[src/rsd_pkg.sv]
package rsd_pkg;

  // Batch capacity and derived widths
  localparam int MaxRecords = 64;
  localparam int CntW       = $clog2(MaxRecords + 1);

  // Fixed field widths
  localparam int BestW   = 20;
  localparam int PointsW = 24;
  localparam int GamesW  = 16;
  localparam int StatW   = 16;
  localparam int ArrW    = 6;
  localparam int DivCntW = $clog2(PointsW + 1);

  // Input transaction payload
  typedef struct packed {
    logic [BestW-1:0]   best_score;
    logic [PointsW-1:0] total_points;
    logic [GamesW-1:0]  games_played;
    logic [StatW-1:0]   player_hits;
    logic [StatW-1:0]   alien_hits;
    logic [StatW-1:0]   kills;
    logic [StatW-1:0]   times_killed;
    logic [BestW-1:0]   last_score;
    logic               final_record;
  } in_t;

  // Output transaction payload
  typedef struct packed {
    logic [ArrW-1:0]    record_number;
    logic [GamesW-1:0]  games_out;
    logic [PointsW-1:0] points_out;
    logic [StatW-1:0]   player_hits_out;
    logic [StatW-1:0]   alien_hits_out;
    logic [StatW-1:0]   kills_out;
    logic [StatW-1:0]   killed_out;
    logic [BestW-1:0]   best_out;
    logic [BestW-1:0]   last_out;
    logic [PointsW-1:0] average_score;
    logic               end_of_list;
  } out_t;

  // One stored record (150 bits)
  typedef struct packed {
    logic [ArrW-1:0]    arrival;
    logic [BestW-1:0]   best;
    logic [PointsW-1:0] points;
    logic [GamesW-1:0]  games;
    logic [StatW-1:0]   phits;
    logic [StatW-1:0]   ahits;
    logic [StatW-1:0]   kills;
    logic [StatW-1:0]   killed;
    logic [BestW-1:0]   last;
  } rec_t;

  // What a cell shows its neighbors
  typedef struct packed {
    rec_t rec;
    logic valid;
    logic disp;   // new record goes at or before this cell
  } link_t;

  // Commands broadcast to every cell
  typedef struct packed {
    logic ins;
    logic pop;
    logic clr;
  } cell_ctrl_t;

endpackage

[src/rsd_cell.sv]
module rsd_cell (
  input  logic               clk_i,
  input  logic               rst_ni,
  input  rsd_pkg::cell_ctrl_t ctrl_i,
  input  rsd_pkg::rec_t      new_rec_i,
  input  rsd_pkg::link_t     left_i,
  input  rsd_pkg::link_t     right_i,
  output rsd_pkg::link_t     link_o
);

  rsd_pkg::rec_t rec_q, rec_d;
  logic          valid_q, valid_d;
  logic          disp;

  // Strictly larger key displaces, so equal keys stay in arrival order
  assign disp = !valid_q || (new_rec_i.best > rec_q.best);

  always_comb begin
    rec_d   = rec_q;
    valid_d = valid_q;
    priority if (ctrl_i.clr) begin
      valid_d = 1'b0;
    end else if (ctrl_i.pop) begin
      // shift toward the head
      rec_d   = right_i.rec;
      valid_d = right_i.valid;
    end else if (ctrl_i.ins && disp) begin
      // either take the new record or the one moving down from the left
      if (left_i.disp) begin
        rec_d   = left_i.rec;
        valid_d = left_i.valid;
      end else begin
        rec_d   = new_rec_i;
        valid_d = 1'b1;
      end
    end
  end

  always_ff @(posedge clk_i or negedge rst_ni) begin
    if (!rst_ni) begin
      valid_q <= 1'b0;
    end else begin
      valid_q <= valid_d;
    end
  end

  always_ff @(posedge clk_i) begin
    rec_q <= rec_d;
  end

  assign link_o.rec   = rec_q;
  assign link_o.valid = valid_q;
  assign link_o.disp  = disp;

endmodule

[config.mk]
export PLATFORM = sky130hd
export DESIGN_NAME = rsd_cell
export DESIGN_NICKNAME = d
export VERILOG_FILES = /design/src/rsd_pkg.sv /design/src/rsd_cell.sv
export SDC_FILE = /design/constraint.sdc
export NUM_CORES = 1
export LEC_CHECK = 0
export BUFFER_PORTS_ARGS = -buffer_cell sky130_fd_sc_hd__buf_4
export CORE_AREA = 2 2 236 238
export CTS_CLUSTER_SIZE = 14
export DETAILED_ROUTE_END_ITERATION = 8
export DIE_AREA = 0 0 238 240
export SYNTH_ARGS = -nofsm -noshare
export SYNTH_HDL_FRONTEND = slang
export SYNTH_SLANG_ARGS = --single-unit
[constraint.sdc]
create_clock -name clk_i -period 18.9 [get_ports clk_i]
set_input_delay 2.835 -clock clk_i [delete_from_list [all_inputs] [get_ports clk_i]]
set_output_delay 2.835 -clock clk_i [all_outputs]
set_load 0.02 [all_outputs]
; ---- Yosys cells after proc, flatten, opt, wreduce, memory -nomap -nowiden
; Index checks and enable logic that the tools add are counted.
[word_totals]
register_bits = 151
latch_bits = 0
ram_bits = 0
romBits = 0
in_bits = 459
out_inout_bits = 152
word_cells = 25
mem_count = 0
[op_classes]
add_sub_neg = 0
multipliers = 0
n_div = 0
order_cmp = 1
eq_ne = 0
shifts = 0
mux = 7
n_bitwise = 1
n_reduce_logical = 6
[ops]
columns = operator, count
row1 = two-way mux 150 bit, 3
row2 = > comparator 20 bit, 1
row3 = two-way mux 1 bit, 4
row4 = nonzero test 3 bit, 1
row5 = AND reduction 2 bit, 1
row6 = nonzero test 2 bit, 1
row7 = logical AND 1 bit, 1
row8 = zero test 1 bit, 1
row9 = logical OR 1 bit, 1
row10 = inverter 1 bit, 1

; ---- Longest topological paths before layout
; Gate-level depths: netlist of run 1.
[depth]
depth_word = 6
depth_mapped = 9
mapped_depth_nobuf = 8

; ---- Worst setup path after synthesis of run 1
; Ideal clock, no wire load.
[synth_timing]
kind = in2reg
startpoint = input new_rec_i[134] in the netlist's numbering
endpoint = register rec_q, in the netlist link_o[100], enable pin
setup_ns = 0.742
arrival_time_ns = 11.858
t_required_ns = 18.158
setup_slack_ns = 6.300
path_stages = 7
path_buffers = 0
cell_sequence = ha_1 -> and4_1 -> nand2_1 -> a21oi_1 -> o31a_1 -> nor4_4 -> o41ai_2
[synth_between]
elab_chain_len = 5
[synth_rtl]
columns = element, line_no
row1 = from (decl), rsd_cell.sv:5  ; input rsd_pkg::rec_t new_rec_i,
row2 = > comparator 20 bit, rsd_cell.sv:16  ; assign disp = !valid_q || (new_rec_i.best > rec_q.best);
row3 = logical OR 1 bit, rsd_cell.sv:16
row4 = logical AND 1 bit, rsd_cell.sv:27  ; end else if (ctrl_i.ins && disp) begin
row5 = nonzero test 2 bit (no line), n/a
row6 = AND reduction 2 bit (no line), n/a
row7 = to (signal assigned), rsd_cell.sv:48  ; rec_q <= rec_d;
row8 = to (decl), rsd_cell.sv:11  ; rsd_pkg::rec_t rec_q, rec_d;
; No other way between the ends.
; A chain may end at the register's enable or synchronous reset.

==> metrics.cfg, run 1 <==
[status]
status = finished clean

[timing]
skew_ns = 0.01121
hold_viol_final = 0
fmax_ghz = 0.1338
worst_slew_pin_slew_ns = 0.8778
rsz0062_at_grt = no
fin_setup_tns_ns = 0
period_needed_ns = 7.475
finalCritPeriodShare_pct = 39.55
maxSlewViolCount = 0
finalSetupViolations = 0
hold_ws_ns = 0.8725
relSlewSlack_pct = 41.48

[placement]
port_buffers = 609
gp_congestion = 0.8810
dp_hpwl_um = 25200
place_area_sq_um = 13480

[routing]
drtAntennaViolNets = 0
drt_pass1_iterations = 4
routed_via_density = 3.839
routed_wl_um = 31380
vias = 7801
avgRoutedWirePerCell_um = 15.44
initialDrtViolationCount = 320
drc = 0

[global_routing]
antenna_found_initial = 1
grt_pass1_wl_um = 44000
grt_overflow = 0
track_usage_pct = 10.47
grt_pass1_vias = 7834
grt_max_degree = 144

[setup_path]
critical_path.max_stage_delay_ns = 0.32
crit_top_cell = buf_4
critical_path_class = in -> out
cp.depth = 9
crit_family = compound AO/OA/AOI/OAI gates
endpoint_kind = output pin
arrival_ns = 4.64
slowest_stage = o31a_1
crit_chain = buf_4 -> ha_1 -> nor2b_1 -> o211ai_2 -> a21oi_1 -> o31a_1 -> nor4_4 -> o21ai_0 -> buf_4
cp.required_ns = 16.07
cp_max_fo = 3
crit_buf_inv = 2
startpoint_type = input pin
r2r_cells = 9

[die]
initial_core_util_pct = 14.99
io_pins = 611
die_h_um = 240
die_area_sq_um = 57120
dieWidth_um = 238
rows = 86
core_area_sq_um = 54660

[yosys]
ys_types = 29
yosysSeqAreaShare_pct = 55.28
synthArstFlopShare_pct = 0.6623
netlist.area_leader.share_pct = 54.97
syn_nets = 1214
yosysMostFrequentCell = nand2_1
synthMuxAreaShare_pct = 18.32
ys_ff_latch = 151
synth_xor_area_share_pct = 0
netlist_top_cells_count = nand2_1, o21ai_0, edfxtp_1, mux2i_1, clkbuf_1
syn_avg_cell_area_sq_um = 11.15
synth_area_leaders = edfxtp_1, mux2i_1, o21ai_0, nand2_1, ha_1
synth_top_family_by_area = multiplexers
syn_area_sq_um = 8194
synthAdderAreaFrac_pct = 3.054
yosys.area_share.simple_pct = 8.520
synthCells = 735
synth_top_area_cell = edfxtp_1
ys.flop_type = edfxtp_1
ys_warn_count = 0
synth-edff-count = 150
synth-compound-area-share_pct = 10.78

[clocking]
ctsResizeCount = 0
clk_latency_ns = 0.47
cts_buffers = 17
htree_num_levels = 4
cts_hold_buf = 0
clkSinkCount = 151
clock_path_buffers = 2
cts_root_buf = clkbuf_16
post_cts_buffers = 0
path_clk_slew_ns = 0.06
cts_tree = built

[flow_run]
cap_violations = 0

[power_and_ir_drop]
powerDensity_nw_per_um2 = 74.43
fin_total_pwr_w = 0.001047
p_leak_nw = 6.496
peakVddDrop_v = 0.00006809

[min_path]
hold_depth = 3
hold_path.class = reg -> reg

[finish]
nets = 1795
final_area_sq_um = 14060
antenna-diode-count = 0
drive_gt1_share_pct = 48.72
fin_util_pct = 25.73
syn_to_final_growth_pct = 71.61

## flip-flops by register name, summed over array words and instances, names as in the netlist
signal and flops:
valid_q 1, link_o 150
## placed cells by master (no fill, tap or decap), types with 2 or more instances in the layout
cell / netlist / final
nor2_1: 2 / 2
clkbuf_8: 0 / 2
edfxtp_1: 150 / 150
nand4_1: 3 / 3
mux2i_1: 150 / 150
o21ai_0: 152 / 152
clkbuf_1: 34 / 2
bufinv_16: 0 / 3
nand3_1: 3 / 3
inv_1: 21 / 21
and4_1: 2 / 2
clkinv_4: 0 / 2
clkbuf_16: 0 / 17
clkinvlp_4: 0 / 3
clkinv_2: 0 / 3
a21oi_1: 9 / 9
nand2_1: 153 / 153
ha_1: 20 / 20
buf_4: 12 / 612
nor2b_1: 3 / 3
## cell families (layout without fill, tap and decap cells)
| family | Yosys count | count (layout) |
|---|---|---|
| AO/OA/AOI/OAI | 169 | 169 |
| adder cells (fa/ha/maj) | 20 | 20 |
| buffers and inverters | 74 | 667 |
| flip-flops | 151 | 151 |
| multiplexers | 150 | 150 |
| AND/OR/NAND/NOR | 171 | 171 |
## path summary, 6_finish.rpt
path	from	to	slack, ns
max reg2reg	link_o[133]	link_o[62]	15.60
min reg2reg	valid_q	valid_q	0.87
max	new_rec_i[125]	link_o[0]	11.43
min in group asynchronous	rst_ni	valid_q	2.13
max in group asynchronous	rst_ni	valid_q	16.69
min	valid_q	valid_q	0.87
## worst min-delay path, cell delays in order (launching register included)
cell and delay, ns:
dfrtp_1 0.42, a211oi_1 0.21, nor3_1 0.08, o21a_1 0.12
## layout make-up
class / count / area (sq um)
Clock buffer: 19 / 432.9
Clock inverter: 12 / 153.9
Fill cell: 5809 / 40600
Inverter: 21 / 78.83
Multi-Input combinational cell: 510 / 3344
Sequential cell: 151 / 4529
Tap cell: 704 / 880.8
Timing Repair Buffer: 615 / 4642
## power breakdown
| group | total, W | internal [W] | switching, W |
|---|---|---|---|
| combinational | 0.000268 | 0.000131 | 0.000136 |
| sequential | 0.000427 | 0.000415 | 0.0000122 |
| clock | 0.000352 | 0.000206 | 0.000146 |
## per-stage QoR
step / setup slack (ns) / instances
final: 11.43 / 2032
after global routing: 11.33 / 2032
after CTS: 11.40 / 2032
after detailed placement: 11.41 / 2001
after global placement: 11.47 / 2001
after floorplan: 6.300 / 735
## layer usage
layer	part of all wire, %	vias to the layer above	global-route usage [%]
met2	51	377	18.64
met5	0	-	0
met4	2.6	0	4.508
met1	38	3561	11.08
met3	8.3	30	3.904
li1	-	3833	-
(Power assumes the default switching activity.)
==> run 2: changes to the inputs <==
--- a/config.mk
+++ b/config.mk
@@ -6,10 +6,10 @@
 export NUM_CORES = 1
 export LEC_CHECK = 0
 export BUFFER_PORTS_ARGS = -buffer_cell sky130_fd_sc_hd__buf_4
-export CORE_AREA = 2 2 236 238
+export CORE_AREA = 2 2 235 237
 export CTS_CLUSTER_SIZE = 14
 export DETAILED_ROUTE_END_ITERATION = 8
-export DIE_AREA = 0 0 238 240
+export DIE_AREA = 0 0 237 239
 export SYNTH_ARGS = -nofsm -noshare
 export SYNTH_HDL_FRONTEND = slang
 export SYNTH_SLANG_ARGS = --single-unit
==> constraint.sdc (replaced) <==
create_clock -name clk_i -period 6.85 [get_ports clk_i]
set_input_delay 1.0275 -clock clk_i [delete_from_list [all_inputs] [get_ports clk_i]]
set_output_delay 1.0275 -clock clk_i [all_outputs]
set_load 0.02 [all_outputs]
==> run 2 against run 1 <==
  * Non-clock buffer count shrank 2
  * Highest routed layer unchanged
  * Sequential share of layout area shrank 0.11 points
  * Final cell count down 0.15%
  * Largest power group unchanged
  * Global-route usage grew 0.26 points
  * First-iteration DRC count decreased by 24%
  * Sequential power rose to 2.8 times the previous value
  * Critical endpoint unchanged
  * Design area is 0.35% higher
  * Clock power rose to 2.6 times the previous value
  * Critical path depth decreased by 2
  * Register-to-register slack got worse by 12 ns
  * Count of clock-buffer cells in the layout shrank 2
  * Utilization grew 0.24 points
==> metrics.cfg, run 2 (same netlist as run 1, synthesis figures left out) <==
[power_and_ir_drop]
peakVddDrop_v = 0.0001698  ; +150%
swShare_pct = 28.30  ; +0.14 points
p_switching_w = 0.0008047  ; +170%
power_frac_clock_pct = 32.4  ; -1.3 points
seq_power_share_pct = 41.4  ; +0.6 points
internal-power_w = 0.002039  ; +170%
powerDensity_nw_per_um2 = 201.5  ; +170%
p_leak_nw = 6.490  ; about the same
p_comb_share_pct = 26.2  ; +0.6 points

[placement]
dp_hpwl_um = 25020  ; -0.72%
gp_congestion = 0.9190  ; +4.3%
port_buffers = 609  ; unchanged
place_area_sq_um = 13550  ; +0.57%
dp_slack_ns = 2.889  ; -8.524 ns

[routing]
initialDrtViolationCount = 244  ; -24%
vias = 7746  ; -0.71%
avgRoutedWirePerCell_um = 15.31  ; -0.85%
drc = 0  ; unchanged
drt_pass1_iterations = 4  ; unchanged
routed_via_density = 3.818  ; -0.56%
routed_wl_um = 31070  ; -0.99%
drtAntennaViolNets = 0  ; unchanged

[setup_path]
critical_path_class = in -> out
critical_path.max_stage_delay_ns = 0.76  ; +0.44 ns
arrival_ns = 2.90  ; -1.74 ns
crit_buf_inv = 2  ; unchanged
cp_max_fo = 3  ; unchanged
r2r_slack_ns = 3.89  ; -11.71 ns
startpoint_type = input pin
r2r_cells = 9  ; unchanged
cp.required_ns = 5.82  ; -10.25 ns
crit_top_cell = buf_4
slowest_stage = nor4_1
crit_chain = buf_4 -> ha_4 -> and4_1 -> nand2_1 -> nor4_1 -> o21ai_0 -> buf_4
r2r_start = link_o[134]
r2r_end = link_o[58]
crit_family = simple AND/OR/NAND/NOR gates
endpoint_kind = output pin

[finish]
antenna-diode-count = 0  ; unchanged
final_cell_mix = buf_4, nand2_1, o21ai_0, mux2i_1, edfxtp_1
syn_to_final_growth_pct = 72.21
final_area_sq_um = 14110  ; +0.35%
nets = 1793  ; -0.11%
drive_gt1_share_pct = 49.28  ; +0.56 points
final_common_cell = buf_4
largest_reg_flops = 150  ; unchanged

[global_routing]
grt.met3_usage_pct = 3.591  ; -0.31 points
track_usage_pct = 10.73  ; +0.26 points
grt_pass1_vias = 8005  ; +2.2%
grt_use_met2_pct = 19.12  ; +0.48 points
grt_max_degree = 151  ; +4.9%
grt_pass1_wl_um = 45310  ; +3.0%
antenna_found_initial = 0  ; -1
grt_use_met1_pct = 11.50  ; +0.42 points
grt_overflow = 0  ; unchanged
busiest_layer = met2

[timing]
finalSetupViolations = 0  ; unchanged
layout_setup_ws_ns = 2.918  ; -8.507 ns
skew_ns = 0.01153  ; +0.0003263 ns
period_needed_ns = 3.932
worst_slew_pin_slew_ns = 0.9715  ; +0.09372 ns
finalCritPeriodShare_pct = 57.40
fmax_ghz = 0.2543
hold_viol_final = 0  ; unchanged
relSlewSlack_pct = 35.24  ; -6.2 points
rsz0062_at_grt = no
maxSlewViolCount = 0  ; unchanged

[die]
die_h_um = 239  ; -0.42%
die_area_sq_um = 56640  ; -0.84%
initial_core_util_pct = 15.08  ; +0.089 points
rows = 86  ; unchanged
core_area_sq_um = 54340  ; -0.59%
io_pins = 611  ; unchanged
dieWidth_um = 237  ; -0.42%

[clocking]
cts_root_buf = clkbuf_16
clock_path_buffers = 2  ; unchanged
htree_num_levels = 4  ; unchanged
cts_tree = built
clk_latency_ns = 0.47  ; about the same
clkSinkCount = 151  ; unchanged
ctsResizeCount = 0  ; unchanged
cts_buffers = 17  ; unchanged
post_cts_buffers = 0  ; unchanged
path_clk_slew_ns = 0.06  ; about the same
cts_hold_buf = 0  ; unchanged

[status]
status = finished clean

[flow_run]
cap_violations = 0  ; unchanged

[min_path]
hold_path.class = in -> async

==> run 2: cell types whose count changed in the layout (fill, tap and decap cells not counted), moves of 2 or more <==
| cell | change |
|---|---|
| ha_1 | -6 |
| ha_4 | +6 |
| buf_4 | -3 |
| clkbuf_1 | -2 |
==> run 2: cell type report <==
class                   count  area [sq um]
clock inverters            13         133.9
flip-flops and latches    151          4529
fillers                  5782         40230
repair buffers            613          4639
well taps                 704         880.8
clock buffers              17         425.4
multi-input cells         510          3423
inverters                  21         78.83
==> run 2: per-layer routing <==
metal  part of all wire, %  vias to the layer above
li1                      -                     3831
met1                    38                     3528
met2                    52                      355
met3                   7.4                       32
met4                   2.6                        0
met5                     0                        -
==> run 2: worst max path at each step <==
stage / startpoint / endpoint / slack [ns] / cells past startpoint
after floorplan: new_rec_i[135] / link_o[100] / -0.37 / 7
after global placement: new_rec_i[135] / link_o[0] / 2.92 / 7
after detailed placement: new_rec_i[135] / link_o[0] / 2.89 / 7
after CTS: new_rec_i[135] / link_o[0] / 2.90 / 7
after global routing: new_rec_i[133] / link_o[0] / 2.83 / 7
final: new_rec_i[135] / link_o[0] / 2.92 / 7
==> run 2: through the flow <==
stage	setup TNS [ns]	hold WS (ns)	instances	utilization, %	power, W
after floorplan	-55.70	0.6773	735	-	0.001530
after global placement	0	0.7192	1999	24.94	0.001945
after detailed placement	0	0.7326	1999	24.94	0.001956
after CTS	0	0.2700	2029	25.97	0.002906
after global routing	0	0.2724	2029	25.97	0.002998
final	0	0.3243	2029	25.97	0.002844
==> run 2: power by group through the flow <==
stage / sequential [W] / combinational (W) / clock (W)
4_1_cts: 0.00118 / 0.000760 / 0.000967
6_report: 0.00118 / 0.000746 / 0.000921
3_3_place_gp: 0.00119 / 0.000751 / 0
3_5_place_dp: 0.00120 / 0.000759 / 0
5_1_grt: 0.00119 / 0.000806 / 0.00101
2_1_floorplan: 0.00132 / 0.000208 / 0
