$ cat config.mk
export PLATFORM = sky130hd
export DESIGN_NAME = rsd_divider
export DESIGN_NICKNAME = d
export VERILOG_FILES = /design/src/rsd_pkg.sv /design/src/rsd_divider.sv
export SDC_FILE = /design/constraint.sdc
export NUM_CORES = 1
export LEC_CHECK = 0
export ABC_AREA = 0
export ABC_CLOCK_PERIOD_IN_PS = 3300
export BUFFER_PORTS_ARGS = -buffer_cell sky130_fd_sc_hd__buf_2
export CAP_MARGIN = 20
export CORE_UTILIZATION = 48
export DETAILED_ROUTE_END_ITERATION = 10
export PLACE_DENSITY_LB_ADDON = 0.25
export SLEW_MARGIN = 20
export SYNTH_ARGS = -nofsm -noshare
export SYNTH_HDL_FRONTEND = slang
export SYNTH_SLANG_ARGS = --single-unit
$ cat constraint.sdc
create_clock -name clk_i -period 3.3 [get_ports clk_i]
set_clock_uncertainty 0.15 [all_clocks]
set_input_delay 0.66 -clock clk_i [delete_from_list [all_inputs] [get_ports clk_i]]
set_output_delay 0.66 -clock clk_i [all_outputs]
set_load 0.005 [all_outputs]
$ cat src/rsd_pkg.sv
package rsd_pkg;

  // Batch capacity and derived widths
  localparam int MaxRecords = 64;
  localparam int CntW       = $clog2(MaxRecords + 1);

  // Fixed field widths
  localparam int BestW   = 20;
  localparam int PointsW = 24;
  localparam int GamesW  = 16;
  localparam int StatW   = 16;
  localparam int ArrW    = 6;
  localparam int DivCntW = $clog2(PointsW + 1);

  // Input transaction payload
  typedef struct packed {
    logic [BestW-1:0]   best_score;
    logic [PointsW-1:0] total_points;
    logic [GamesW-1:0]  games_played;
    logic [StatW-1:0]   player_hits;
    logic [StatW-1:0]   alien_hits;
    logic [StatW-1:0]   kills;
    logic [StatW-1:0]   times_killed;
    logic [BestW-1:0]   last_score;
    logic               final_record;
  } in_t;

  // Output transaction payload
  typedef struct packed {
    logic [ArrW-1:0]    record_number;
    logic [GamesW-1:0]  games_out;
    logic [PointsW-1:0] points_out;
    logic [StatW-1:0]   player_hits_out;
    logic [StatW-1:0]   alien_hits_out;
    logic [StatW-1:0]   kills_out;
    logic [StatW-1:0]   killed_out;
    logic [BestW-1:0]   best_out;
    logic [BestW-1:0]   last_out;
    logic [PointsW-1:0] average_score;
    logic               end_of_list;
  } out_t;

  // One stored record (150 bits)
  typedef struct packed {
    logic [ArrW-1:0]    arrival;
    logic [BestW-1:0]   best;
    logic [PointsW-1:0] points;
    logic [GamesW-1:0]  games;
    logic [StatW-1:0]   phits;
    logic [StatW-1:0]   ahits;
    logic [StatW-1:0]   kills;
    logic [StatW-1:0]   killed;
    logic [BestW-1:0]   last;
  } rec_t;

  // What a cell shows its neighbors
  typedef struct packed {
    rec_t rec;
    logic valid;
    logic disp;   // new record goes at or before this cell
  } link_t;

  // Commands broadcast to every cell
  typedef struct packed {
    logic ins;
    logic pop;
    logic clr;
  } cell_ctrl_t;

endpackage

$ cat src/rsd_divider.sv
module rsd_divider (
  input  logic                        clk_i,
  input  logic                        rst_ni,
  input  logic                        start_i,
  input  logic [rsd_pkg::PointsW-1:0] dividend_i,
  input  logic [rsd_pkg::GamesW-1:0]  divisor_i,
  output logic                        busy_o,
  output logic [rsd_pkg::PointsW-1:0] quotient_o
);

  logic [rsd_pkg::GamesW:0]        rem_q, rem_d;
  logic [rsd_pkg::PointsW-1:0]     quo_q, quo_d;
  logic [rsd_pkg::GamesW-1:0]      div_q, div_d;
  logic [rsd_pkg::DivCntW-1:0]     cnt_q, cnt_d;
  logic                            busy_q, busy_d;
  logic [rsd_pkg::GamesW:0]        trial;
  logic                            fits;

  // Restoring division, one quotient bit per cycle
  assign trial = {rem_q[rsd_pkg::GamesW-1:0], quo_q[rsd_pkg::PointsW-1]};
  assign fits  = trial >= {1'b0, div_q};

  always_comb begin
    rem_d  = rem_q;
    quo_d  = quo_q;
    div_d  = div_q;
    cnt_d  = cnt_q;
    busy_d = busy_q;
    if (start_i) begin
      rem_d  = '0;
      quo_d  = dividend_i;
      div_d  = divisor_i;
      cnt_d  = rsd_pkg::DivCntW'(rsd_pkg::PointsW);
      busy_d = 1'b1;
    end else if (busy_q) begin
      rem_d  = fits ? (trial - {1'b0, div_q}) : trial;
      quo_d  = {quo_q[rsd_pkg::PointsW-2:0], fits};
      cnt_d  = cnt_q - 1'b1;
      busy_d = (cnt_q != rsd_pkg::DivCntW'(1));
    end
  end

  always_ff @(posedge clk_i or negedge rst_ni) begin
    if (!rst_ni) begin
      busy_q <= 1'b0;
      cnt_q  <= '0;
    end else begin
      busy_q <= busy_d;
      cnt_q  <= cnt_d;
    end
  end

  always_ff @(posedge clk_i) begin
    rem_q <= rem_d;
    quo_q <= quo_d;
    div_q <= div_d;
  end

  assign busy_o     = busy_q;
  assign quotient_o = quo_q;

endmodule

Word-level counts from Yosys, hierarchy flattened:

Cells that the tools add are included.

* add/sub/neg operators: 2
* magnitude comparators: 1
* equal/unequal tests: 1
* muxes and demuxes: 7
* reductions and logical operators: 1

Operators with widths (count)
* 2-to-1 mux 24 bit: 2
* >= comparator 17 x 16 -> 1 bit: 1
* 2-to-1 mux 16 bit: 1
* subtractor 16 bit: 1
* 2-to-1 mux 5 bit: 2
* inequality test 5 x 1 -> 1 bit (second input constant): 1
* subtractor 5 x 1 -> 5 bit (second input constant): 1
* 2-to-1 mux 1 bit: 2
* nonzero test 2 bit: 1

* bits in registers: 62
* input port bits: 43
* output and inout bits: 25

Longest topological paths before layout:

Gate-level depths: netlist of run 1.

* depth after elaboration: 3
* depth in mapped cells: 9

Least setup slack after synthesis of run 1:

OpenSTA, ideal clock, no wires.

* path type: register to register
* start point: reg div_q[10] (netlist bit)
* end point: reg quo_q, in the netlist quotient_o[0], data pin
* data arrival time: 1.807 ns
* setup slack: 1.083 ns
* cell stages (with the launch flop): 9
* buffers on the path: 0
* period minus slack after synthesis: 2.217 ns
* cells stage by stage: edfxtp_1 > inv_1 > ha_1 > a21o_2 > a31oi_4 > o211ai_2 > o21ai_4 > nand2_1 > mux2_2

* word-level cells in the longest chain between the ends: 3

Ends and longest elaborated chain
* start: declaration: RTL line rsd_divider.sv:13 `logic [rsd_pkg::GamesW-1:0] div_q, div_d;`
* start signal: assignment: RTL line rsd_divider.sv:56 `div_q <= div_d;`
* >= comparator 17 x 16 -> 1 bit: RTL line rsd_divider.sv:21 `assign fits = trial >= {1'b0, div_q};`
* 2-to-1 mux 24 bit: RTL line rsd_divider.sv:35 `end else if (busy_q) begin`
* 2-to-1 mux 24 bit: RTL line rsd_divider.sv:29 `if (start_i) begin`
* via quo_d (one bit): RTL line rsd_divider.sv:12 `logic [rsd_pkg::PointsW-1:0] quo_q, quo_d;`
* end signal: assignment: RTL line rsd_divider.sv:55 `quo_q <= quo_d;`
* end: declaration: RTL line rsd_divider.sv:12

The timed path passes the listed nets, and every way through them passes these cells. The select of a mux whose other input is x is not followed.
A chain may end at the register's enable or synchronous reset.

Worst setup path in the final report of run 1:

* start point: reg div_q[1] (netlist bit)
* end point: reg rem_q[4] (netlist bit)

* word-level cells in the longest chain between the ends: 2

Ends and longest elaborated chain
* subtractor 16 bit / >= comparator 17 x 16 -> 1 bit (equally long branches): RTL line rsd_divider.sv:36, rsd_divider.sv:21
* 2-to-1 mux 16 bit *: RTL line rsd_divider.sv:36 `rem_d = fits ? (trial - {1'b0, div_q}) : trial;`
* end signal: assignment: RTL line rsd_divider.sv:54 `rem_q <= rem_d;`
* end: declaration: RTL line rsd_divider.sv:11 `logic [rsd_pkg::GamesW:0] rem_q, rem_d;`

Mark *: on every way between the ends. The rest lies on a longest branch, timed or not.

==> results of run 1 <==
[critical path: stages, from the launching register on]
cell,delay (ns)
edfxtp_1,0.37
inv_1,0.06
ha_1,0.27
nor2b_1,0.21
o2111ai_1,0.27
a21oi_4,0.31
o21a_1,0.44
nor2_1,0.23
a2111oi_2,0.33
[path summary, 6_finish.rpt]
path / start / end / slack (ns) / cells past startpoint
worst max-delay path: div_q[1] / rem_q[4] / 0.55 / 8
worst min-delay path: divisor_i[13] / div_q[13] / 0.34 / 1
worst max register to register: div_q[1] / rem_q[4] / 0.55 / 8
worst min register to register: rem_q[14] / rem_q[14] / 0.34 / 2
max in group asynchronous: rst_ni / busy_o / 2.30 / 2
min in group asynchronous: rst_ni / cnt_q[0] / 0.55 / 2
[flip-flops by register name, summed over array words and instances (netlist names)]
| register | count |
|---|---|
| quotient_o | 24 |
| div_q | 16 |
| rem_q | 16 |
| cnt_q | 5 |
| busy_o | 1 |
[cells in the mapped netlist, types with 2 or more instances]
cell type | count | area share [%]
or2_2 | 2 | 0.35
buf_1 | 3 | 0.31
a21oi_1 | 13 | 1.8
and2_1 | 2 | 0.35
o22ai_1 | 2 | 0.35
buf_6 | 2 | 0.62
a41oi_1 | 2 | 0.48
o21a_1 | 3 | 0.62
dfrtp_1 | 6 | 4.2
mux2i_1 | 2 | 0.55
a211oi_1 | 3 | 0.62
xnor2_1 | 9 | 2.2
a31oi_1 | 5 | 0.86
a21o_1 | 7 | 1.5
dfxtp_1 | 16 | 8.9
a2111oi_2 | 2 | 0.83
clkbuf_1 | 6 | 0.62
o21bai_1 | 2 | 0.41
nand4_1 | 6 | 1.0
buf_4 | 3 | 0.62
mux2_2 | 24 | 7.5
o2111ai_1 | 2 | 0.48
ha_1 | 18 | 6.2
o41ai_1 | 2 | 0.48
nor2b_1 | 3 | 0.52
a311oi_1 | 6 | 1.5
and3_1 | 2 | 0.35
nor3_1 | 4 | 0.55
edfxtp_1 | 40 | 33
o21ai_1 | 5 | 0.69
nor3b_1 | 3 | 0.62
nand2b_1 | 7 | 1.2
o21ai_0 | 8 | 1.1
xor2_1 | 6 | 1.5
nor2_1 | 21 | 2.2
o31ai_1 | 2 | 0.41
nand3_1 | 8 | 1.1
buf_2 | 5 | 0.69
nand2_1 | 19 | 2.0
o211ai_1 | 4 | 0.83
inv_1 | 23 | 2.4
[routing by layer]
| metal | up-vias | wire [µm] |
|---|---|---|
| met5 | - | 0 |
| met2 | 140 | 3690 |
| li1 | 1377 | - |
| met1 | 1333 | 3630 |
| met4 | 0 | 180 |
| met3 | 19 | 681 |
[cell families (layout without fill, tap and decap cells)]
group,count (synthesis),in the layout
DFF,62,62
adders and majority gates,19,19
xor gates and xnor gates,15,15
buffers and inverters,42,114
muxes,26,26
AOI/OAI and AO/OA,84,84
and+or+nand+nor,84,84
[layout make-up]
class	count	area share, %
repair buffers	75	9.36
inverters	23	2.03
clock inverters	4	1.68
multi-input cells	228	41.3
well taps	99	2.91
flip-flops and latches	62	39.3
clock buffers	12	3.41
[metrics by stage]
step           util, %  total power, mW
3_3_place_gp      55.5             2.29
6_report          58.6             3.08
3_5_place_dp      55.5             2.31
2_1_floorplan        -             2.04
5_1_grt           58.6             3.26
4_1_cts           58.6             3.07
[power groups by stage]
stage	clock network (mW)	registers (mW)	logic, mW
2_1_floorplan	0	1.07	0.970
3_3_place_gp	0	1.09	1.20
3_5_place_dp	0	1.09	1.21
4_1_cts	0.761	1.08	1.23
5_1_grt	0.796	1.10	1.36
6_report	0.752	1.08	1.24
==> impl_metrics.json, run 1 <==
{
  "worst_pin_slew_ns": 0.565,
  "instances_no_fill": 503,
  "grt_busiest_layer": "met2",
  "drtPass1Iterations": 6,
  "max-slew-margin-rel_pct": 61.9,
  "outcome": "complete, no violations",
  "synth_top_family_by_area": "compound AO/OA/AOI/OAI gates",
  "synth_edf_count": 40,
  "cp.arrival_ns": 2.83,
  "clockBufferDepth": 2,
  "seq_area_mm2": 0.00167,
  "die_h_um": 88.8,
  "setup_tns_ns": 0,
  "num_rows": 31,
  "placed_area_mm2": 0.00403,
  "cap_violations": 0,
  "gr-total-overflow": 0,
  "cellInternalPower_mw": 1.96,
  "num-nets-final": 461,
  "rsz0062_at_grt": "no",
  "cts_tree": "yes",
  "required_ns": 3.39,
  "synth_adder_area_share_pct": 6.78,
  "yosysWarnings": 0,
  "startpoint_type": "register",
  "grt_pass1_wl_um": 13100,
  "hpwl_um": 5790,
  "syn_to_final_growth_pct": 17.5,
  "via_per_inst": 5.70,
  "ys_types": 65,
  "finalWorstSetupSlack_ns": 0.553,
  "insertion_delay_ns": 0.34,
  "grt_use_met1_pct": 30.3,
  "die_area_mm2": 0.00789,
  "final_common_cell": "buf_2",
  "placedCellCount": 486,
  "hold_violations": 0,
  "p_per_area_mw_per_mm2": 724,
  "synthFlopType": "edfxtp_1",
  "setup_viol": 0,
  "synth-simple-area-share_pct": 11.9,
  "syn_nets": 394,
  "ir_drop_mv": 0.302,
  "n_fill_cell": 625,
  "async_flop_share_pct": 9.68,
  "drc": 0,
  "antenna_found_initial": 0,
  "dp_slack_ns": 0.610,
  "initial_core_util_pct": 49.9,
  "stdcell_area_mm2": 0.00425,
  "clockPowerShare_pct": 24.4,
  "num_antenna_cells": 0,
  "synth_xor_xnor_area_share_pct": 3.63,
  "numPortBuffers": 67,
  "multiInputGateArea_mm2": 0.00176,
  "p_sw_mw": 1.12,
  "grt_max_degree": 30,
  "hold_ws_ns": 0.339,
  "holdBufCountCts": 1,
  "grt_pass1_vias": 2708,
  "ys_ff_latch": 62,
  "cp_max_fo": 11,
  "ys_seq_area_share_pct": 46.2,
  "core_mm2": 0.00725,
  "path_clk_slew_ns": 0.07,
  "leakage_nw": 1.83,
  "fmax_mhz": 364,
  "path_class": "reg2reg",
  "dr.first_iter.drc_count": 299,
  "root_buffer": "clkbuf_8",
  "post_cts_resized": 0,
  "final_antenna_net_count": 0,
  "vias": 2869,
  "synth-compound-area-share_pct": 18.2,
  "final_cell_mix": "buf_2, edfxtp_1, mux2_2, inv_1, nor2_1",
  "ios": 68,
  "post_cts_buffers": 0,
  "die_x_um": 88.8,
  "power_frac_seq_pct": 35.1,
  "synth_mux_area_share_pct": 8.02,
  "gp_congestion": 0.898,
  "grtUsageTotal_pct": 22.3,
  "cts_num_sinks": 62,
  "avgSynthCellArea_um2": 10.9,
  "use_met2_pct": 34.1,
  "crit_path_end_kind": "register",
  "hold_path.class": "in2reg",
  "htree_num_levels": 3,
  "drv_slew": 0,
  "layout-drive-gt1-share_pct": 31.2,
  "swShare_pct": 36.4,
  "wl_um": 8190,
  "netlist_area_mm2": 0.00362,
  "cts-buffers-inserted": 9,
  "period_minus_slack_ns": 2.75,
  "avgRoutedWirePerCell_um": 16.3,
  "fin_crit_sh_pct": 83.2,
  "netlist_instances": 332,
  "grt_use_met3_pct": 5.13,
  "p_comb_share_pct": 40.4
}
Note: power is estimated with default switching activity, not from simulation.
==> inputs of run 2 (changes only) <==
- ABC_AREA: 0 -> 1
- ABC_CLOCK_PERIOD_IN_PS: 3300 -> 2400
- clock period: 3.3 -> 2.4 ns (I/O delays scaled with it)
==> impl_metrics.json, run 2 <==
{
  "outcome": "complete, no violations",
  "setup_tns_ns": 0,
  "drv_slew": 0,
  "gp_congestion": 0.914,
  "path_clk_slew_ns": 0.08,
  "setup_viol": 0,
  "period_minus_slack_ns": 2.19,
  "path_class": "reg2reg",
  "cts-buffers-inserted": 9,
  "core_mm2": 0.00729,
  "p_per_area_mw_per_mm2": 1050,
  "num_antenna_cells": 0,
  "vias": 3129,
  "hold_path.class": "in2reg",
  "initial_core_util_pct": 49.7,
  "gr-total-overflow": 0,
  "critPathSlowestCell": "fa_1",
  "ios": 68,
  "via_per_inst": 4.90,
  "rsz0062_at_grt": "no",
  "ir_drop_mv": 0.508,
  "post_cts_buffers": 0,
  "yosysWarnings": 0,
  "p_sw_mw": 1.80,
  "cp_max_fo": 4,
  "max-slew-margin-rel_pct": 71.7,
  "crit_top_cell": "nand2_1",
  "worst_pin_slew_ns": 0.420,
  "cp.arrival_ns": 2.27,
  "netlist_area_mm2": 0.00362,
  "finalWorstSetupSlack_ns": 0.214,
  "n_fill_cell": 688,
  "final_antenna_net_count": 0,
  "drtPass1Iterations": 4,
  "cap_violations": 0,
  "startpoint_type": "register",
  "avgSynthCellArea_um2": 7.93,
  "fin_crit_sh_pct": 91.1,
  "syn_nets": 519,
  "hold_violations": 0,
  "num-nets-final": 597,
  "crit_chain": "inv_1 -> ha_1 -> fa_1 -> o21ai_1 -> nand3_1 -> nand3_1 -> nand2_1 -> nand2_1 -> nand2_1 -> nand3_1 -> nand2_1",
  "root_buffer": "clkbuf_8",
  "clockPowerShare_pct": 22.9,
  "cpPeakStageDelay_ns": 0.44,
  "p_comb_share_pct": 44.6,
  "ys_seq_area_share_pct": 46.1,
  "ys_top_cells_by_count": "nand2_1, inv_1, edfxtp_1",
  "synth_top_area_share_pct": 33.1,
  "crit_path_end_kind": "register",
  "ys_types": 38,
  "antenna_found_initial": 0,
  "die_area_mm2": 0.00790,
  "insertion_delay_ns": 0.34,
  "r2r-start": "quotient_o[23]",
  "ys_top_cells_by_area": "edfxtp_1, nand2_1, dfxtp_1",
  "dp_slack_ns": 0.156,
  "grt_max_degree": 33,
  "synth_top_area_cell": "edfxtp_1",
  "min_from": "divisor_i[12]",
  "final_cell_mix": "nand2_1, buf_2, inv_1, edfxtp_1, nand3_1",
  "worstSetupStartpoint": "quotient_o[23]",
  "numPortBuffers": 67,
  "yosysMostFrequentCell": "nand2_1",
  "ys_ff_latch": 62,
  "wl_um": 7740,
  "avgRoutedWirePerCell_um": 12.1,
  "cts_tree": "yes",
  "leakage_nw": 2.25,
  "clockBufferDepth": 2,
  "async_flop_share_pct": 9.68,
  "synth_edf_count": 40,
  "fmax_mhz": 458,
  "drc": 0,
  "grt_pass1_vias": 2720,
  "cts_num_sinks": 62,
  "die_x_um": 88.9,
  "die_h_um": 88.9,
  "dr.first_iter.drc_count": 161,
  "swShare_pct": 39.8,
  "power_frac_seq_pct": 32.5,
  "hpwl_um": 5690,
  "layout-drive-gt1-share_pct": 20.0,
  "netlist_instances": 457,
  "required_ns": 2.49,
  "largest_register_ffs": 24,
  "htree_num_levels": 3,
  "final_common_cell": "nand2_1",
  "grt_pass1_wl_um": 12200,
  "cellInternalPower_mw": 2.73,
  "syn_to_final_growth_pct": 19.4,
  "num_rows": 31,
  "grtUsageTotal_pct": 20.7,
  "synthFlopType": "edfxtp_1"
}
-- run 2: changes by cell type after synthesis, moves of 5 or more --
cell	previous run	this run
nand3_1	8	33
mux2_2	24	0
inv_1	23	62
xnor2_1	9	4
nand2b_1	7	0
o21ai_1	5	0
a21o_1	7	2
nand3b_1	1	9
a311oi_1	6	0
nand2_1	19	176
buf_2	5	0
-- run 2: repair_timing --
action                     CTS  global route
resized for setup            0             1
hold buffers                 1             0
hold endpoints to repair     6             0
setup endpoints to repair    0             1
-- run 2: final timing paths --
path / endpoint / slack (ns) / cells past startpoint
worst max-delay path: rem_q[12] / 0.21 / 11
worst min-delay path: div_q[12] / 0.16 / 1
worst max register to register: rem_q[12] / 0.21 / 11
worst min register to register: rem_q[13] / 0.33 / 2
max in group asynchronous: cnt_q[1] / 1.59 / 2
min in group asynchronous: cnt_q[2] / 0.36 / 2
-- run 2: cell type report --
cell class / count / area (µm²) / area share, %
clock buffer: 9 / 124 / 2.86
clock inverter: 7 / 97.6 / 2.26
inverter: 64 / 240 / 5.55
multi-input combinational: 321 / 1660 / 38.3
sequential: 62 / 1670 / 38.6
tap: 99 / 124 / 2.86
timing repair buffer: 77 / 413 / 9.54
-- run 2: logic make-up after synthesis --
kind of cell | after synthesis | share of synthesized area (%)
AOI/OAI and AO/OA | 31 | 4.73
buffers and inverters | 74 | 8.18
adders and majority gates | 19 | 6.77
DFF | 62 | 46.1
and+or+nand+nor | 263 | 32.3
xor gates and xnor gates | 8 | 1.93
-- run 2: power groups by stage --
| stage | Combinational [mW] | Clock (mW) | Sequential (mW) |
|---|---|---|---|
| after floorplan | 1.57 | 0 | 1.47 |
| after global placement | 1.97 | 0 | 1.49 |
| after detailed placement | 2.01 | 0 | 1.49 |
| after CTS | 2.02 | 1.05 | 1.47 |
| after global routing | 2.30 | 1.10 | 1.50 |
| final | 2.02 | 1.04 | 1.47 |
-- run 2: metal layers --
layer | global-route usage (%) | up-vias | routed length (µm)
met4 | 8.06 | 0 | 123
met2 | 33.0 | 82 | 3520
li1 | - | 1617 | -
met1 | 27.2 | 1423 | 3690
met5 | 0 | - | 0
met3 | 5.08 | 7 | 411
-- run 2: through the flow --
stage               instance area [µm²]  hold slack (ns)  power [mW]  std cells  utilization, %
finish                             4330            0.156        4.53        639            59.3
global route                       4330            0.142        4.90        639            59.3
CTS                                4330            0.147        4.55        639            59.3
detailed placement                 4100            0.162        3.50        622            56.2
global placement                   4100            0.160        3.46        622            56.2
floorplan                          3620           0.0344        3.05        457               -
-- run 2: worst max-delay path: cells and delay by family (launching register included) --
family                     cells  cell delay, ns
DFF                            1            0.34
buffers and inverters          1            0.06
adders and majority gates      2            0.66
and+or+nand+nor                7            0.53
AOI/OAI and AO/OA              1            0.34
==> inputs of run 3 (changes only) <==
- ABC_CLOCK_PERIOD_IN_PS: 2400 -> 2500
- clock period: 2.4 -> 2.5 ns (I/O delays scaled with it)
==> impl_metrics.json, run 3 (same netlist as run 2, synthesis figures left out) <==
{
  "rsz0062_at_grt": "no",
  "via_per_inst": 4.81,
  "grt_busiest_layer": "met2",
  "clockPowerShare_pct": 21.0,
  "fin_crit_sh_pct": 91.6,
  "grt_pass1_wl_um": 12300,
  "p_per_area_mw_per_mm2": 988,
  "power_frac_seq_pct": 33.5,
  "numPortBuffers": 67,
  "num_rows": 31,
  "hpwl_um": 5660,
  "startpoint_type": "register",
  "drv_slew": 0,
  "setup_tns_ns": 0,
  "num-nets-final": 595,
  "die_h_um": 88.9,
  "setup_viol": 0,
  "drtPass1Iterations": 4,
  "max-slew-margin-rel_pct": 59.3,
  "layout-drive-gt1-share_pct": 19.7,
  "clockBufferDepth": 2,
  "required_ns": 2.60,
  "initial_core_util_pct": 49.7,
  "final_common_cell": "nand2_1",
  "placed_area_mm2": 0.00408,
  "cellInternalPower_mw": 2.52,
  "hold_violations": 0,
  "syn_to_final_growth_pct": 18.3,
  "fmax_mhz": 437,
  "avgRoutedWirePerCell_um": 12.1,
  "finalWorstSetupSlack_ns": 0.210,
  "crit_path_end_kind": "register",
  "largest_register_ffs": 24,
  "ir_drop_mv": 0.420,
  "cts-buffers-inserted": 9,
  "core_mm2": 0.00729,
  "grt_use_met1_pct": 25.8,
  "root_buffer": "clkbuf_8",
  "grt_use_met3_pct": 4.71,
  "swShare_pct": 40.6,
  "die_area_mm2": 0.00790,
  "use_met2_pct": 34.1,
  "grt_max_degree": 39,
  "insertion_delay_ns": 0.35,
  "reg2reg_slack_ns": 0.21,
  "stdcell_area_mm2": 0.00429,
  "post_cts_buffers": 0,
  "gr-total-overflow": 0,
  "ios": 68,
  "cp.arrival_ns": 2.39,
  "final_cell_mix": "nand2_1, buf_2, inv_1, edfxtp_1, nand3_1",
  "final_antenna_net_count": 0,
  "leakage_nw": 2.24,
  "hold_path.class": "in2reg",
  "gp_congestion": 0.896,
  "placedCellCount": 620,
  "outcome": "complete, no violations",
  "p_comb_share_pct": 45.5,
  "grtUsageTotal_pct": 20.5,
  "period_minus_slack_ns": 2.29,
  "cap_violations": 0,
  "drc": 0,
  "die_x_um": 88.9,
  "antenna_found_initial": 0,
  "cp_max_fo": 4,
  "total_power_mw": 4.24,
  "wl_um": 7690,
  "dr.first_iter.drc_count": 93,
  "instances_no_fill": 637,
  "cts_num_sinks": 62,
  "worst_pin_slew_ns": 0.609,
  "cts_tree": "yes",
  "path_class": "reg2reg",
  "htree_num_levels": 3,
  "path_clk_slew_ns": 0.07,
  "grt_pass1_vias": 2805,
  "p_sw_mw": 1.72,
  "dp_slack_ns": 0.259,
  "num_antenna_cells": 0,
  "vias": 3062
}
## run 3: cell types whose count changed in the layout (fill, tap and decap cells not counted), sizes merged
| cell | before | now |
|---|---|---|
| buf | 76 | 74 |
| clkinv | 3 | 5 |
| clkinvlp | 2 | 1 |
| bufinv | 2 | 1 |
## run 3: power groups by stage
| stage | combinational, mW | clock [mW] | sequential, mW |
|---|---|---|---|
| after CTS | 1.93 | 0.909 | 1.42 |
| after floorplan | 1.51 | 0 | 1.41 |
| after detailed placement | 1.92 | 0 | 1.44 |
| after global placement | 1.90 | 0 | 1.43 |
| final | 1.93 | 0.890 | 1.42 |
| after global routing | 2.22 | 0.948 | 1.44 |
## run 3: cell type report
cell class | count | area (µm²)
Tap cell | 99 | 124
Multi-Input combinational cell | 321 | 1660
Sequential cell | 62 | 1670
Fill cell | 688 | 3000
Inverter | 64 | 240
Clock buffer | 9 | 124
Timing Repair Buffer | 75 | 398
Clock inverter | 7 | 73.8
## run 3: metal layers
layer / vias to the layer above / share of wire (%)
met5: - / 0
met4: 0 / 2.1
met3: 14 / 4.5
met2: 71 / 45
met1: 1362 / 49
li1: 1615 / -
## run 3: through the flow
step / utilization [%] / hold WS [ns]
finish: 58.8 / 0.167
global route: 58.8 / 0.158
CTS: 58.8 / 0.154
detailed placement: 56.0 / 0.183
global placement: 56.0 / 0.180
floorplan: - / 0.0544
## run 3: timing repair
action                                  4_1_cts  5_1_grt
hold buffers                                  1        0
hold endpoints to repair                      6        0
resized for setup                             0        0
endpoints found under the setup margin        0        0
## run 3: path summary, 6_finish.rpt
| path | endpoint | depth (start not counted) | start |
|---|---|---|---|
| min in group asynchronous | cnt_q[1] | 2 | rst_ni |
| max reg2reg | rem_q[12] | 11 | quotient_o[23] |
| max in group asynchronous | busy_o | 2 | rst_ni |
| max | rem_q[12] | 11 | quotient_o[23] |
| min reg2reg | rem_q[9] | 2 | rem_q[9] |
| min | div_q[13] | 1 | divisor_i[13] |
## run 3: critical path, stage by stage (launching register included)
cell and delay, ns:
edfxtp_1 0.34, inv_1 0.06, ha_1 0.22, fa_1 0.45
o21ai_0 0.41, nand3_1 0.17, nand3_1 0.11, nand2_1 0.05
nand2_1 0.05, nand2_1 0.05, nand3_1 0.07, nand2_1 0.05
